### config.mk
export PLATFORM = sky130hd
export DESIGN_NAME = sdtc_smooth
export DESIGN_NICKNAME = d
export VERILOG_FILES = /design/src/design/sdtc_pkg.sv /design/src/design/sdtc_smooth.sv
export SDC_FILE = /design/constraint.sdc
export NUM_CORES = 2
export LEC_CHECK = 0
export BUFFER_PORTS_ARGS = -buffer_cell sky130_fd_sc_hd__buf_2
export CAP_MARGIN = 20
export CORE_ASPECT_RATIO = 1.5
export CORE_MARGIN = 5
export CORE_UTILIZATION = 65
export CTS_CLUSTER_SIZE = 16
export DETAILED_ROUTE_END_ITERATION = 6
export PLACE_DENSITY = 0.82
export SLEW_MARGIN = 20
export SYNTH_ARGS = -nofsm -noshare
export SYNTH_HDL_FRONTEND = slang
export SYNTH_SLANG_ARGS = --single-unit
### constraint.sdc
create_clock -name clk -period 9.95 [get_ports clk]
set_input_delay 1.99 -clock clk [delete_from_list [all_inputs] [get_ports clk]]
set_output_delay 1.99 -clock clk [all_outputs]
set_load 0.01 [all_outputs]
### src/design/sdtc_pkg.sv
`timescale 1ns / 1ps
package sdtc_pkg;

  // Sample format and internal unit-fraction format
  localparam int FRAC_BITS = 20;
  localparam int SAMPLE_W  = 28;
  localparam int Q_BITS    = 24;
  localparam int Q_W       = Q_BITS + 1;
  localparam int P24_W     = SAMPLE_W + Q_BITS - FRAC_BITS;

  // Pipeline shape
  localparam int NUM_STAGES = 8;
  localparam int NUM_LANES  = 4;
  localparam int LANE_W     = 2;
  localparam int BYTE_W     = 8;

  // Stage positions in the load-enable vector
  localparam int STG_RAMP  = 0;
  localparam int STG_SQ    = 1;
  localparam int STG_WT    = 2;
  localparam int STG_MIX1P = 3;
  localparam int STG_MIX1  = 4;
  localparam int STG_MIX2P = 5;
  localparam int STG_MIX2  = 6;
  localparam int STG_BYTE  = 7;

  // Palette values in Q24
  localparam logic [Q_W-1:0] Q_ONE = Q_W'(1) << Q_BITS;
  localparam logic [Q_W-1:0] C_02  = Q_W'(3355443);
  localparam logic [Q_W-1:0] C_06  = Q_W'(10066330);
  localparam logic [Q_W-1:0] C_08  = Q_W'(13421773);

  // Color mode codes
  localparam logic MODE_RGB  = 1'b0;
  localparam logic MODE_RGBA = 1'b1;

  // Channel lanes
  localparam logic [LANE_W-1:0] LANE_RED   = 2'd0;
  localparam logic [LANE_W-1:0] LANE_GREEN = 2'd1;
  localparam logic [LANE_W-1:0] LANE_BLUE  = 2'd2;
  localparam logic [LANE_W-1:0] LANE_ALPHA = 2'd3;

  typedef logic [NUM_STAGES-1:0] stage_en_t;
  typedef logic [Q_W-1:0]        qfrac_t;
  typedef logic [BYTE_W-1:0]     byte_t;

  // Color on the inner side of the zero crossing
  function automatic qfrac_t lane_fill(input logic mode, input logic [LANE_W-1:0] lane);
    qfrac_t val;
    val = '0;
    if (mode == MODE_RGBA) begin
      val = (lane == LANE_ALPHA) ? Q_ONE : C_06;
    end else begin
      case (lane)
        LANE_RED:   val = C_02;
        LANE_GREEN: val = C_06;
        LANE_BLUE:  val = C_08;
        default:    val = '0;
      endcase
    end
    return val;
  endfunction

  // Color of the border band around the zero crossing
  function automatic qfrac_t lane_border(input logic mode, input logic [LANE_W-1:0] lane);
    qfrac_t val;
    val = '0;
    if (mode == MODE_RGBA) begin
      val = (lane == LANE_ALPHA) ? Q_ONE : C_02;
    end else begin
      case (lane)
        LANE_RED:   val = C_08;
        LANE_GREEN: val = C_06;
        LANE_BLUE:  val = C_02;
        default:    val = '0;
      endcase
    end
    return val;
  endfunction

  // Base color where it does not come from the gray level
  function automatic qfrac_t lane_base(input logic mode, input logic [LANE_W-1:0] lane);
    qfrac_t val;
    val = '0;
    if (mode == MODE_RGBA && lane != LANE_ALPHA) begin
      val = C_02;
    end
    return val;
  endfunction

endpackage

### src/design/sdtc_smooth.sv
`timescale 1ns / 1ps
module sdtc_smooth (
  input  logic                  clk,
  input  sdtc_pkg::stage_en_t   en,
  input  sdtc_pkg::qfrac_t      x,
  output sdtc_pkg::qfrac_t      wt_r
);
  import sdtc_pkg::*;

  localparam int K_W  = Q_W + 1;
  localparam int SQ_W = 2 * Q_W;
  localparam int WT_W = Q_W + K_W;
  localparam logic [K_W-1:0] THREE_Q = K_W'(3) << Q_BITS;

  logic [SQ_W-1:0] sq_full;
  qfrac_t          sq_r, sq_nxt;
  logic [K_W-1:0]  k_r, k_nxt;
  logic [WT_W-1:0] wt_full;
  qfrac_t          wt_nxt;

  // First step: x*x and (3 - 2x)
  assign sq_full = SQ_W'(x) * SQ_W'(x);
  assign sq_nxt  = sq_full[Q_BITS+Q_W-1:Q_BITS];
  assign k_nxt   = THREE_Q - {x, 1'b0};

  // Second step: x*x*(3 - 2x)
  assign wt_full = WT_W'(sq_r) * WT_W'(k_r);
  assign wt_nxt  = wt_full[Q_BITS+Q_W-1:Q_BITS];

  always_ff @(posedge clk) begin
    if (en[STG_SQ]) begin
      sq_r <= sq_nxt;
      k_r  <= k_nxt;
    end
    if (en[STG_WT]) begin
      wt_r <= wt_nxt;
    end
  end

endmodule

Word level (Yosys, flattened, before mapping) --
Index checks and enable logic that the tools add are counted. Widths: inputs -> output; s select.
Word-level totals: word-level logic and storage cells 6, bits in registers 76, input port bits 34
Cells by class: multiply operators 2, $add $sub $neg 1
Operators by type and width (number):
- $mul 25x25->49 | 1
- $mul 25x26->49 | 1
- $sub 26x26->26 const A | 1

Depth between registers and ports, before layout --
depth in word-level cells 1, mapped depth 27, mapped depth without buffers 25

Worst setup path before layout --
No wires, ideal clock.
path type input-to-reg, start input x[22], end register sq_r[23], data pin, data required time 9692 ps, arrival time 8374 ps, slack 1318 ps, cell stages on the path 24, path through clkbuf_1 > clkbuf_1 > inv_1 > nor2_1 > fa_1 > fa_1 > fa_1 > inv_1 > fa_1 > inv_1 > fa_1 > fa_1 > inv_1 > fa_1 > inv_1 > ha_1 > nand4_1 > a2111oi_0 > nand4_1 > a31oi_1 > nor4_1 > o31ai_1 > a21oi_1 > xnor2_1
Between the ends: longest elaborated chain between the ends 1
Ends and longest elaborated chain:
- from (decl) | RTL line sdtc_smooth.sv:5 | input sdtc_pkg::qfrac_t x,
- $mul 25x25->49 | RTL line sdtc_smooth.sv:22 | assign sq_full = SQ_W'(x) * SQ_W'(x);
- named net sq_full[47] | RTL line sdtc_smooth.sv:15 | logic [SQ_W-1:0] sq_full;
- to (signal assigned) | RTL line sdtc_smooth.sv:32 | sq_r <= sq_nxt;
- to (decl) | RTL line sdtc_smooth.sv:16 | qfrac_t sq_r, sq_nxt;
The timed path passes the listed nets, and every way through them passes these cells. A chain may end at the register's enable or synchronous reset.

Final worst setup path --
start input x[11], end register sq_r[24], data pin
Same word-level chain as after synthesis.

==> reports/metrics.cfg <==
[logic_synthesis]
synth_ff_type = edfxtp_1
async_reset_ff_share_pct = 0
ys_seq_area_share_pct = 5.68
synth-edff-count = 75
yosysWarnings = 0
ys_top_cells_by_area = fa_1 (50%), inv_1 (12%), ha_1 (11%)
synth_top_area_cell = fa_1
synth_area_um2 = 39600
synth_top_area_share_pct = 50.0
synth_nets = 5663
synth-seq-cells = 75
synth_cell_types = 66
syn_inst = 4284
syn_area_per_cell_um2 = 9.25

[grt]
grt_pass1_vias = 32600
grt_pass1_wl_um = 163000
antenna_found_initial = 0
grt_max_degree = 51
grt_overflow = 0
grtUsageTotal_pct = 31.5

[critical_path]
end_kind = register
start_kind = primary input
worst_path_most_repeated_cell = fa_1
crit_chain = buf_2, inv_1, nor2_1, fa_1, fa_1, inv_1, fa_1, inv_1, fa_1, fa_1, fa_1, inv_1, fa_1, inv_1, ha_1, and4_1, and3_1, o211ai_1, a31oi_1, nor4_1, nor3_1, a311oi_1, xnor2_1
critPathMaxStageDelay_ps = 560
crit_fanout = 22
crit_arrival_ps = 9270
reg2regPathDepth = 25
crit_slowest_cell = nor4_1
worst-setup-path-type = primary input to register
critical_path_required_ps = 10080

[cts]
path_clk_slew_ps = 70
insertion_delay_ps = 380
post_cts_resized = 0
cts_hold_buf = 0
cts_tree = built
cts-root-buf = clkbuf_16
cts_setup_buffers = 0
clk_path_buf_depth = 2
numCtsBuffers = 9
htree_num_levels = 3
cts_sinks = 75

[routing]
drt_iter0_markers = 1656
drcViolationCount = 0
postRouteAntennaNets = 0
route.top_layer_used = met4
wl_met1_um = 32300
drt-wirelength-per-cell_um = 19.6
via_count = 28600
met3_length_um = 7480
totalWireLength_um = 99100
dr.pass1.iters = 7
dr_wl_met2_um = 52100
routed_via_density = 5.66

[die]
start_util_pct = 65.1
dieArea_um2 = 66100
core_um2 = 60800
dieWidth_um = 212
ioPinCount = 59
die_h_um = 312
rows = 111

[placement]
gp_congestion = 0.975
io_buffers = 52
hpwlAfterDp_um = 79900
place_area_um2 = 40700

[finish]
layout-drive-gt1-share_pct = 3.60
design_area_um2 = 41000
syn2layout_area_growth_pct = 3.57
fin_util_pct = 67.5
fillCellCount = 4621
fin_nets = 5625

[job]
maxCapViolations = 0

[sta]
clock.fmax_ghz = 0.109
maxSlewHeadroom_pct = 20.6
setup_viol = 0
hold_viol_final = 0
fin_crit_sh_pct = 91.9
slew_violations = 0
worst_pin_slew_ps = 1190
fin_crit_ps = 9140
skew_ps = 15.2
hold_slack_ps = 1270
setup-tns-final_ps = 0
rsz0062_at_grt = no

[min_path]
hold_depth = 5
hold_class = register to register

[outcome]
status = finished, final reports clean

==> cell type report <==
class	instances	area [um2]	share of cell area, %
Sequential cell	75	2250	5.49
Tap cell	791	990	2.41
Multi-Input combinational cell	2767	31900	77.9
Antenna cell	3	7.51	0.0183
Clock buffer	10	229	0.558
Clock inverter	6	48.8	0.119
Inverter	1270	4770	11.6
Timing Repair Buffer	123	793	1.93
==> cell families after synthesis <==
family                     after synthesis  synth area share (%)
buffers and inverters                 1442                  13.7
DFF                                     75                  5.68
AOI/OAI and AO/OA                      203                  3.32
and+or+nand+nor                       1125                  14.0
adders and majority gates             1345                  61.2
xor gates and xnor gates                92                  2.03
muxes                                    2                0.0537
==> worst paths after layout <==
path	start	endpoint	slack [ps]
setup reg to reg	k_r[12]	wt_r[23]	1540
hold reg to reg	k_r[25]	wt_r[24]	1270
setup / recovery	x[11]	sq_r[24]	810
hold / removal	k_r[25]	wt_r[24]	1270
==> critical path, delay by kind of cell <==
kind	cells	cell delay [ps]
and+or+nand+nor	5	1470
buffers and inverters	6	1120
AOI/OAI and AO/OA	3	890
adders and majority gates	8	3690
xor gates and xnor gates	1	110
==> per-layer routing <==
| metal | vias up | GRT usage [%] |
|---|---|---|
| met3 | 474 | 5.16 |
| met5 | - | 0 |
| li1 | 12300 | - |
| met2 | 1316 | 56.3 |
| met1 | 14500 | 35.1 |
| met4 | 0 | 18.2 |
==> state kept, by name (all words and copies together), names as in the netlist <==
signal	cells
k_r	25
sq_r	25
wt_r	25
==> per-stage QoR <==
stage                     std cells  setup WS [ps]
after CTS                      5042            867
after global placement         5026            517
final                          5045            810
after detailed placement       5026            470
after floorplan                4284           1320
after global routing           5042            529
==> Yosys cell counts (8+ instances only) <==
cell type and count:
o21ai_0 32, nor3_1 22, o21bai_1 12, and3_1 8, a21oi_1 72, nand4_1 19, ha_1 356, a31oi_1 13
xnor2_1 60, a21o_1 24, fa_1 989, nand3_1 30, inv_1 1263, xor2_1 32, nor2b_1 9, nor2_1 88
edfxtp_1 75, nand2_1 505, and2_1 412, clkbuf_1 166
==> placed cells by master (no fill, tap or decap), types with 32 or more instances in the layout <==
| cell | netlist | routed |
|---|---|---|
| inv_1 | 1263 | 1263 |
| a21oi_1 | 72 | 72 |
| xor2_1 | 32 | 32 |
| and2_1 | 412 | 412 |
| o21ai_0 | 32 | 32 |
| xnor2_1 | 60 | 60 |
| buf_4 | 0 | 71 |
| nand2_1 | 505 | 505 |
| fa_1 | 989 | 989 |
| nor2_1 | 88 | 88 |
| ha_1 | 356 | 356 |
| buf_2 | 2 | 52 |
| edfxtp_1 | 75 | 75 |
Power is left out: the tool's default activity adds up to more than one toggle a clock period on the data nets, which glitch-free logic cannot reach.
