[src/design/sdtc_pkg.sv]
`timescale 1ns / 1ps
package sdtc_pkg;

  // Sample format and internal unit-fraction format
  localparam int FRAC_BITS = 20;
  localparam int SAMPLE_W  = 28;
  localparam int Q_BITS    = 24;
  localparam int Q_W       = Q_BITS + 1;
  localparam int P24_W     = SAMPLE_W + Q_BITS - FRAC_BITS;

  // Pipeline shape
  localparam int NUM_STAGES = 8;
  localparam int NUM_LANES  = 4;
  localparam int LANE_W     = 2;
  localparam int BYTE_W     = 8;

  // Stage positions in the load-enable vector
  localparam int STG_RAMP  = 0;
  localparam int STG_SQ    = 1;
  localparam int STG_WT    = 2;
  localparam int STG_MIX1P = 3;
  localparam int STG_MIX1  = 4;
  localparam int STG_MIX2P = 5;
  localparam int STG_MIX2  = 6;
  localparam int STG_BYTE  = 7;

  // Palette values in Q24
  localparam logic [Q_W-1:0] Q_ONE = Q_W'(1) << Q_BITS;
  localparam logic [Q_W-1:0] C_02  = Q_W'(3355443);
  localparam logic [Q_W-1:0] C_06  = Q_W'(10066330);
  localparam logic [Q_W-1:0] C_08  = Q_W'(13421773);

  // Color mode codes
  localparam logic MODE_RGB  = 1'b0;
  localparam logic MODE_RGBA = 1'b1;

  // Channel lanes
  localparam logic [LANE_W-1:0] LANE_RED   = 2'd0;
  localparam logic [LANE_W-1:0] LANE_GREEN = 2'd1;
  localparam logic [LANE_W-1:0] LANE_BLUE  = 2'd2;
  localparam logic [LANE_W-1:0] LANE_ALPHA = 2'd3;

  typedef logic [NUM_STAGES-1:0] stage_en_t;
  typedef logic [Q_W-1:0]        qfrac_t;
  typedef logic [BYTE_W-1:0]     byte_t;

  // Color on the inner side of the zero crossing
  function automatic qfrac_t lane_fill(input logic mode, input logic [LANE_W-1:0] lane);
    qfrac_t val;
    val = '0;
    if (mode == MODE_RGBA) begin
      val = (lane == LANE_ALPHA) ? Q_ONE : C_06;
    end else begin
      case (lane)
        LANE_RED:   val = C_02;
        LANE_GREEN: val = C_06;
        LANE_BLUE:  val = C_08;
        default:    val = '0;
      endcase
    end
    return val;
  endfunction

  // Color of the border band around the zero crossing
  function automatic qfrac_t lane_border(input logic mode, input logic [LANE_W-1:0] lane);
    qfrac_t val;
    val = '0;
    if (mode == MODE_RGBA) begin
      val = (lane == LANE_ALPHA) ? Q_ONE : C_02;
    end else begin
      case (lane)
        LANE_RED:   val = C_08;
        LANE_GREEN: val = C_06;
        LANE_BLUE:  val = C_02;
        default:    val = '0;
      endcase
    end
    return val;
  endfunction

  // Base color where it does not come from the gray level
  function automatic qfrac_t lane_base(input logic mode, input logic [LANE_W-1:0] lane);
    qfrac_t val;
    val = '0;
    if (mode == MODE_RGBA && lane != LANE_ALPHA) begin
      val = C_02;
    end
    return val;
  endfunction

endpackage

[src/design/sdtc_ramp.sv]
`timescale 1ns / 1ps
module sdtc_ramp (
  input  logic                                   clk,
  input  logic                                   ld,
  input  logic signed [sdtc_pkg::SAMPLE_W-1:0]   sample,
  output sdtc_pkg::qfrac_t                       cross_x_r,
  output sdtc_pkg::qfrac_t                       band_x_r,
  output sdtc_pkg::qfrac_t                       gray_r
);
  import sdtc_pkg::*;

  localparam int LIN_W = P24_W + 10;
  localparam int MAG_W = P24_W + 7;
  localparam logic signed [LIN_W-1:0] HALF_Q = LIN_W'(1) <<< (Q_BITS - 1);

  logic signed [P24_W-1:0] p24;
  logic signed [LIN_W-1:0] p_ext;
  logic signed [LIN_W-1:0] lin;
  logic [P24_W-1:0]        mag;
  logic [MAG_W-1:0]        mag_ext;
  logic [MAG_W-1:0]        band;
  qfrac_t                  cross_x_nxt;
  qfrac_t                  band_x_nxt;
  qfrac_t                  gray_nxt;

  // Align the sample to Q24
  assign p24 = P24_W'(sample) <<< (P24_W - SAMPLE_W);

  // Crossing ramp: p*500 + 0.5, as shift-add
  assign p_ext = LIN_W'(p24);
  assign lin   = (p_ext <<< 9) - (p_ext <<< 3) - (p_ext <<< 2) + HALF_Q;

  // Band ramp: |p|*100, as shift-add
  assign mag     = p24[P24_W-1] ? P24_W'(-p24) : P24_W'(p24);
  assign mag_ext = MAG_W'(mag);
  assign band    = (mag_ext << 6) + (mag_ext << 5) + (mag_ext << 2);

  // Clamp all three to the unit interval
  always_comb begin
    if (lin[LIN_W-1]) begin
      cross_x_nxt = '0;
    end else if (lin > LIN_W'(Q_ONE)) begin
      cross_x_nxt = Q_ONE;
    end else begin
      cross_x_nxt = lin[Q_W-1:0];
    end

    if (band > MAG_W'(Q_ONE)) begin
      band_x_nxt = Q_ONE;
    end else begin
      band_x_nxt = band[Q_W-1:0];
    end

    if (p24[P24_W-1]) begin
      gray_nxt = '0;
    end else if (p24 > P24_W'(Q_ONE)) begin
      gray_nxt = Q_ONE;
    end else begin
      gray_nxt = p24[Q_W-1:0];
    end
  end

  always_ff @(posedge clk) begin
    if (ld) begin
      cross_x_r <= cross_x_nxt;
      band_x_r  <= band_x_nxt;
      gray_r    <= gray_nxt;
    end
  end

endmodule

[config.mk]
export PLATFORM = sky130hd
export DESIGN_NAME = sdtc_ramp
export DESIGN_NICKNAME = d
export VERILOG_FILES = /design/src/design/sdtc_pkg.sv /design/src/design/sdtc_ramp.sv
export SDC_FILE = /design/constraint.sdc
export NUM_CORES = 1
export LEC_CHECK = 0
export ABC_CLOCK_PERIOD_IN_PS = 6000
export BUFFER_PORTS_ARGS = -buffer_cell sky130_fd_sc_hd__buf_2
export CAP_MARGIN = 20
export CORE_MARGIN = 2
export CORE_UTILIZATION = 55
export DETAILED_ROUTE_END_ITERATION = 10
export GPL_TIMING_DRIVEN = 0
export PLACE_DENSITY = 0.79
export SKIP_LAST_GASP = 1
export SLEW_MARGIN = 10
export SYNTH_ARGS = -nofsm -noshare
export SYNTH_HDL_FRONTEND = slang
export SYNTH_SLANG_ARGS = --single-unit
[constraint.sdc]
create_clock -name clk -period 6 [get_ports clk]
set_input_delay 1.8 -clock clk [delete_from_list [all_inputs] [get_ports clk]]
set_output_delay 1.8 -clock clk [all_outputs]
set_load 0.02 [all_outputs]
# ---- Yosys cells after proc, flatten, opt, wreduce, memory -nomap -nowiden
# Index checks and enable logic that the tools add are counted.
dict set report op_classes {
  n_addsub 6
  order_cmp 3
  muxes 3
  n_reduce_logical 2
}
# cell n
set ops {}
lappend ops {{$mux W25} 2}
lappend ops {{$add A42 B25 Y42 const B} 1}
lappend ops {{$gt A42 B25 Y1 const B} 1}
lappend ops {{$sub A41 B35 Y42} 1}
lappend ops {{$sub A42 B34 Y42} 1}
lappend ops {{$add A38 B37 Y39} 1}
lappend ops {{$add A39 B34 Y39} 1}
lappend ops {{$gt A39 B25 Y1 const B} 1}
lappend ops {{$gt A32 B25 Y1 const B} 1}
lappend ops {{$mux W32} 1}
lappend ops {{$neg A32 Y32} 1}
lappend ops {{$reduce_or A2 Y1} 2}
dict set report totals {
  register_bits 75
  in_bits 30
  output_inout_bits 75
  wordCells 19
}

# ---- Longest topological paths before layout
dict set report depth {
  depth_word 5
  depth_mapped 25
  ltp_nobuf 23
}

# ---- Worst setup path after synthesis
# OpenSTA, ideal clock, no wires.
dict set report synth_path {
  path_type {input to register}
  startpoint {input port sample[2] (netlist name)}
  endpoint {register band_x_r[24], data pin}
  arrival_ns 6.178
  required_time_ns 5.738
  slack_ns -0.441
  cell_stages 24
  n_path_buf 1
  cell_sequence {inv_1 ha_1 nor2b_1 and3_1 nand4_1 nor2_1 and4_1 nand2_1 xnor2_1 a21oi_1 inv_1 ha_1 o21bai_1 ha_1 clkbuf_1 nand2_1 o21a_1 o211ai_1 o211a_1 o31a_1 o22ai_1 nor4_1 nand4_1 or2_2}
}
dict set report synth_between {
  elab_chain_len 5
}
# item line_no
set synth_rtl {}
lappend synth_rtl {{start, declared} sdtc_ramp.sv:5} ;# input logic signed [sdtc_pkg::SAMPLE_W-1:0] sample,
lappend synth_rtl {{$neg A32 Y32} sdtc_ramp.sv:34} ;# assign mag = p24[P24_W-1] ? P24_W'(-p24) : P24_W'(p24);
lappend synth_rtl {{$mux W32 *} sdtc_ramp.sv:34}
lappend synth_rtl {{$add A38 B37 Y39} sdtc_ramp.sv:36} ;# assign band = (mag_ext << 6) + (mag_ext << 5) + (mag_ext << 2);
lappend synth_rtl {{$add A39 B34 Y39 *} sdtc_ramp.sv:36}
lappend synth_rtl {{$gt A39 B25 Y1} sdtc_ramp.sv:48} ;# if (band > MAG_W'(Q_ONE)) begin
lappend synth_rtl {{end signal, assigned} sdtc_ramp.sv:66} ;# band_x_r <= band_x_nxt;
lappend synth_rtl {{end, declared} sdtc_ramp.sv:7} ;# output sdtc_pkg::qfrac_t band_x_r,
# Mark *: on every way between the ends. The rest lies on a longest branch, timed or not.
# A chain may end at the register's enable or synchronous reset.

# ---- Worst setup path in the final report
dict set report layout_path {
  startpoint {input port sample[9] (netlist name)}
  endpoint {register band_x_r[13], data pin}
}
dict set report layout_between {
  elab_chain_len 5
}
# item line_no
set layout_rtl {}
lappend layout_rtl {{$neg A32 Y32} sdtc_ramp.sv:34}
lappend layout_rtl {{$mux W32 *} sdtc_ramp.sv:34}
lappend layout_rtl {{$add A38 B37 Y39} sdtc_ramp.sv:36}
lappend layout_rtl {{$add A39 B34 Y39 *} sdtc_ramp.sv:36}
lappend layout_rtl {{$gt A39 B25 Y1 *} sdtc_ramp.sv:48}
# Marked as above.

==> results.yml <==
yosys:
  yosys_warnings: 0
  synth_top_flop_cell: "edfxtp_1"
  postSynthCellCount: 1057
  synth_edf_count: 59
  yosysMostFrequentCell: "ha_1"
  yosys_register_bits: 59
  synth_cell_types: 69
  yosysSeqAreaShare_pct: 19.52
  synth_common_cells: "ha_1, inv_1, nand2_1"
  async_flop_share_pct: 0
  synth_top_area_share_pct: 20.68
  syn-mean-instance-area_um2: 8.588
  synthTopCellsByArea: "ha_1, edfxtp_1, fa_1"
  yosysTopAreaCell: "ha_1"
  synth_area_um2: 9077
timing:
  finalWorstSetupSlack_ps: -160.7
  hold_viol_final: 0
  max_freq_ghz: 0.1623
  rsz0062_at_grt: "yes"
  setup_viol: 19
  maxSlewHeadroom_pct: 59.45
  post-route-period-util_pct: 102.7
  fin_hold_ws_ps: 1874
  period_minus_slack_ps: 6161
  slew_viol_final: 0
  tightest_slew_ps: 608.2
route:
  drtIter0Drc: 797
  vias_per_cell: 6.013
  drc_errors: 0
  wirelength_um: 26250
  detail-route-antenna-nets: 0
  dr_total_vias: 8707
  wl_per_cell_um: 18.13
  drt-pass1-iter-count: 7
global_route:
  busiest_layer: "met2"
  grt_use_total_pct: 27.45
  use_met3_pct: 3.372
  grt_pass1_vias: 7866
  grt_max_degree: 40
  grt_util_met2_pct: 44.30
  gr-total-overflow: 0
  antenna_found_initial: 0
  grt_pass1_wl_um: 39490
  use_met1_pct: 38.18
clock_network:
  cts_buffer_depth: 2
  clock-sinks: 59
  clock-root-buffer: "clkbuf_16"
  cts_made_buffers: 9
  cts_tree: "yes"
  cts_htree_levels: 3
  clkTransAtPathRegs_ps: 60
setup_path:
  path_cells: "buf_2 > clkinvlp_4 > buf_4 > ha_1 > a31oi_1 > xnor2_1 > inv_1 > ha_1 > o21bai_1 > ha_1 > and4_2 > a21o_4 > a211o_1 > buf_4 > xnor2_2 > and3_1 > nand4_1 > o31a_1 > buf_4 > nor3b_4"
  cp-end-kind: "register"
  cp_max_fo: 10
  worstPathArrival_ps: 6350
  worstSetupStartpointType: "input pin"
  worstPathRequired_ps: 6190
  worstSetupPathType: "in2reg"
  max_stage_delay_ps: 340
  slowest_stage: "ha_1"
finish:
  fin_util_pct: 71.65
  fill_cells: 1159
  multi_input_area_um2: 7371
  instances_no_fill: 1448
  fin_area_um2: 11460
  drive_gt1_share_pct: 28.00
  seq_area_um2: 1772
  final_nets: 1436
  diodes: 0
  syn_to_final_growth_pct: 26.29
pwr:
  netSwitchingFraction_pct: 47.33
  clkPwrFrac_pct: 17.8
  p_per_area_nw_per_um2: 294.3
  leakagePower_uw: 0.005165
  p_seq_share_pct: 14.3
  internal-power_uw: 1777
  ir_drop_v: 0.0001660
  combPwrFrac_pct: 67.9
  p_switching_uw: 1597
run_status:
  violations: "negative setup slack"
  outcome: "finished, violations left"
placed_design:
  gp_congestion: 0.9394
  place_inst: 1377
  io_buffers: 88
  place_area_um2: 9992
  dpl.hpwl_um: 18230
die:
  ios: 105
  fp-row-count: 46
  fp.coreArea_um2: 16000
  die_w_um: 132.5
  die_h_um: 132.5
  dieArea_um2: 17550
  start_util_pct: 56.73
worst_hold_path:
  min_path_type: "in2reg"
run:
  max-cap-violations: 0
-- critical path: cells and delay by family --
kind / cells / cell delay, ps
compound gates: 5 / 1310
fa+ha+maj: 3 / 790
buf+inv: 6 / 1080
xor+xnor: 2 / 500
simple gates: 4 / 860
-- final cells by class --
cell class	instances	area share, %
buffer	44	2.696
clock buffer	10	1.997
clock inverter	5	0.8950
inverter	102	3.689
multi-input combinational	862	64.30
sequential	59	15.46
tap	216	2.358
timing repair buffer	150	8.612
-- metrics by stage --
step | power, uW | TNS [ps] | setup WS, ps
2_1_floorplan | 1974 | 0 | 11.73
3_3_place_gp | 2349 | -27130 | -1109
3_5_place_dp | 2377 | -28190 | -1132
4_1_cts | 3103 | -73.72 | -19.78
5_1_grt | 3586 | -6205 | -332.5
6_report | 3374 | -1618 | -160.7
-- kinds of logic (layout without fill, tap and decap cells) --
| kind of cell | after synthesis | after routing | share of synthesized area [%] |
|---|---|---|---|
| buffers and inverters | 151 | 311 | 7.264 |
| adders and majority gates | 178 | 178 | 26.85 |
| AOI/OAI and AO/OA | 268 | 268 | 19.83 |
| DFF | 59 | 59 | 19.52 |
| and+or+nand+nor | 308 | 308 | 17.56 |
| other | 1 | 16 | 0.04131 |
| muxes | 4 | 4 | 0.4411 |
| xor gates and xnor gates | 88 | 88 | 8.491 |
-- sequential cells by signal, summed over array words and instances (netlist names) --
signal,count
band_x_r,19
cross_x_r,19
gray_r,21
-- worst paths after layout --
path / start / endpoint / slack (ps) / cells after the start
setup / recovery: sample[9] / band_x_r[13] / -160 / 20
hold / removal: sample[20] / gray_r[24] / 1870 / 3
-- layout by cell type, fill, tap and decap left out, types with 20 or more instances in the layout --
cell type    n
nor3_1      35
buf_4       74
edfxtp_1    59
nor3_2      20
xnor2_1     42
nand2_1     83
fa_1        26
buf_2       92
o21ai_0     37
inv_1       86
o21bai_1    23
a21o_1      24
nand4_1     21
xor2_1      24
ha_1       133
nor2_1      50
a21oi_1     60
-- what timing repair did --
action	in CTS	in global routing
buffers inserted	24	36
pin swaps	18	43
resized for setup	57	96
endpoints found under the setup margin	36	38
gates cloned	0	1
hold buffers	0	0
-- routing by layer --
metal | up-vias | routed length [um] | share of wire [%]
met4 | 0 | 784 | 3.0
met2 | 395 | 12430 | 47
met5 | - | 0 | 0
li1 | 4125 | - | -
met3 | 76 | 1684 | 6.4
met1 | 4111 | 11350 | 43
-- power groups by stage --
stage	clock network (uW)	registers, uW	logic (uW)
2_1_floorplan	0	523	1450
3_3_place_gp	0	491	1860
3_5_place_dp	0	490	1890
4_1_cts	597	483	2020
5_1_grt	611	484	2490
6_report	599	482	2290
Power figures use the tool's default switching activity.
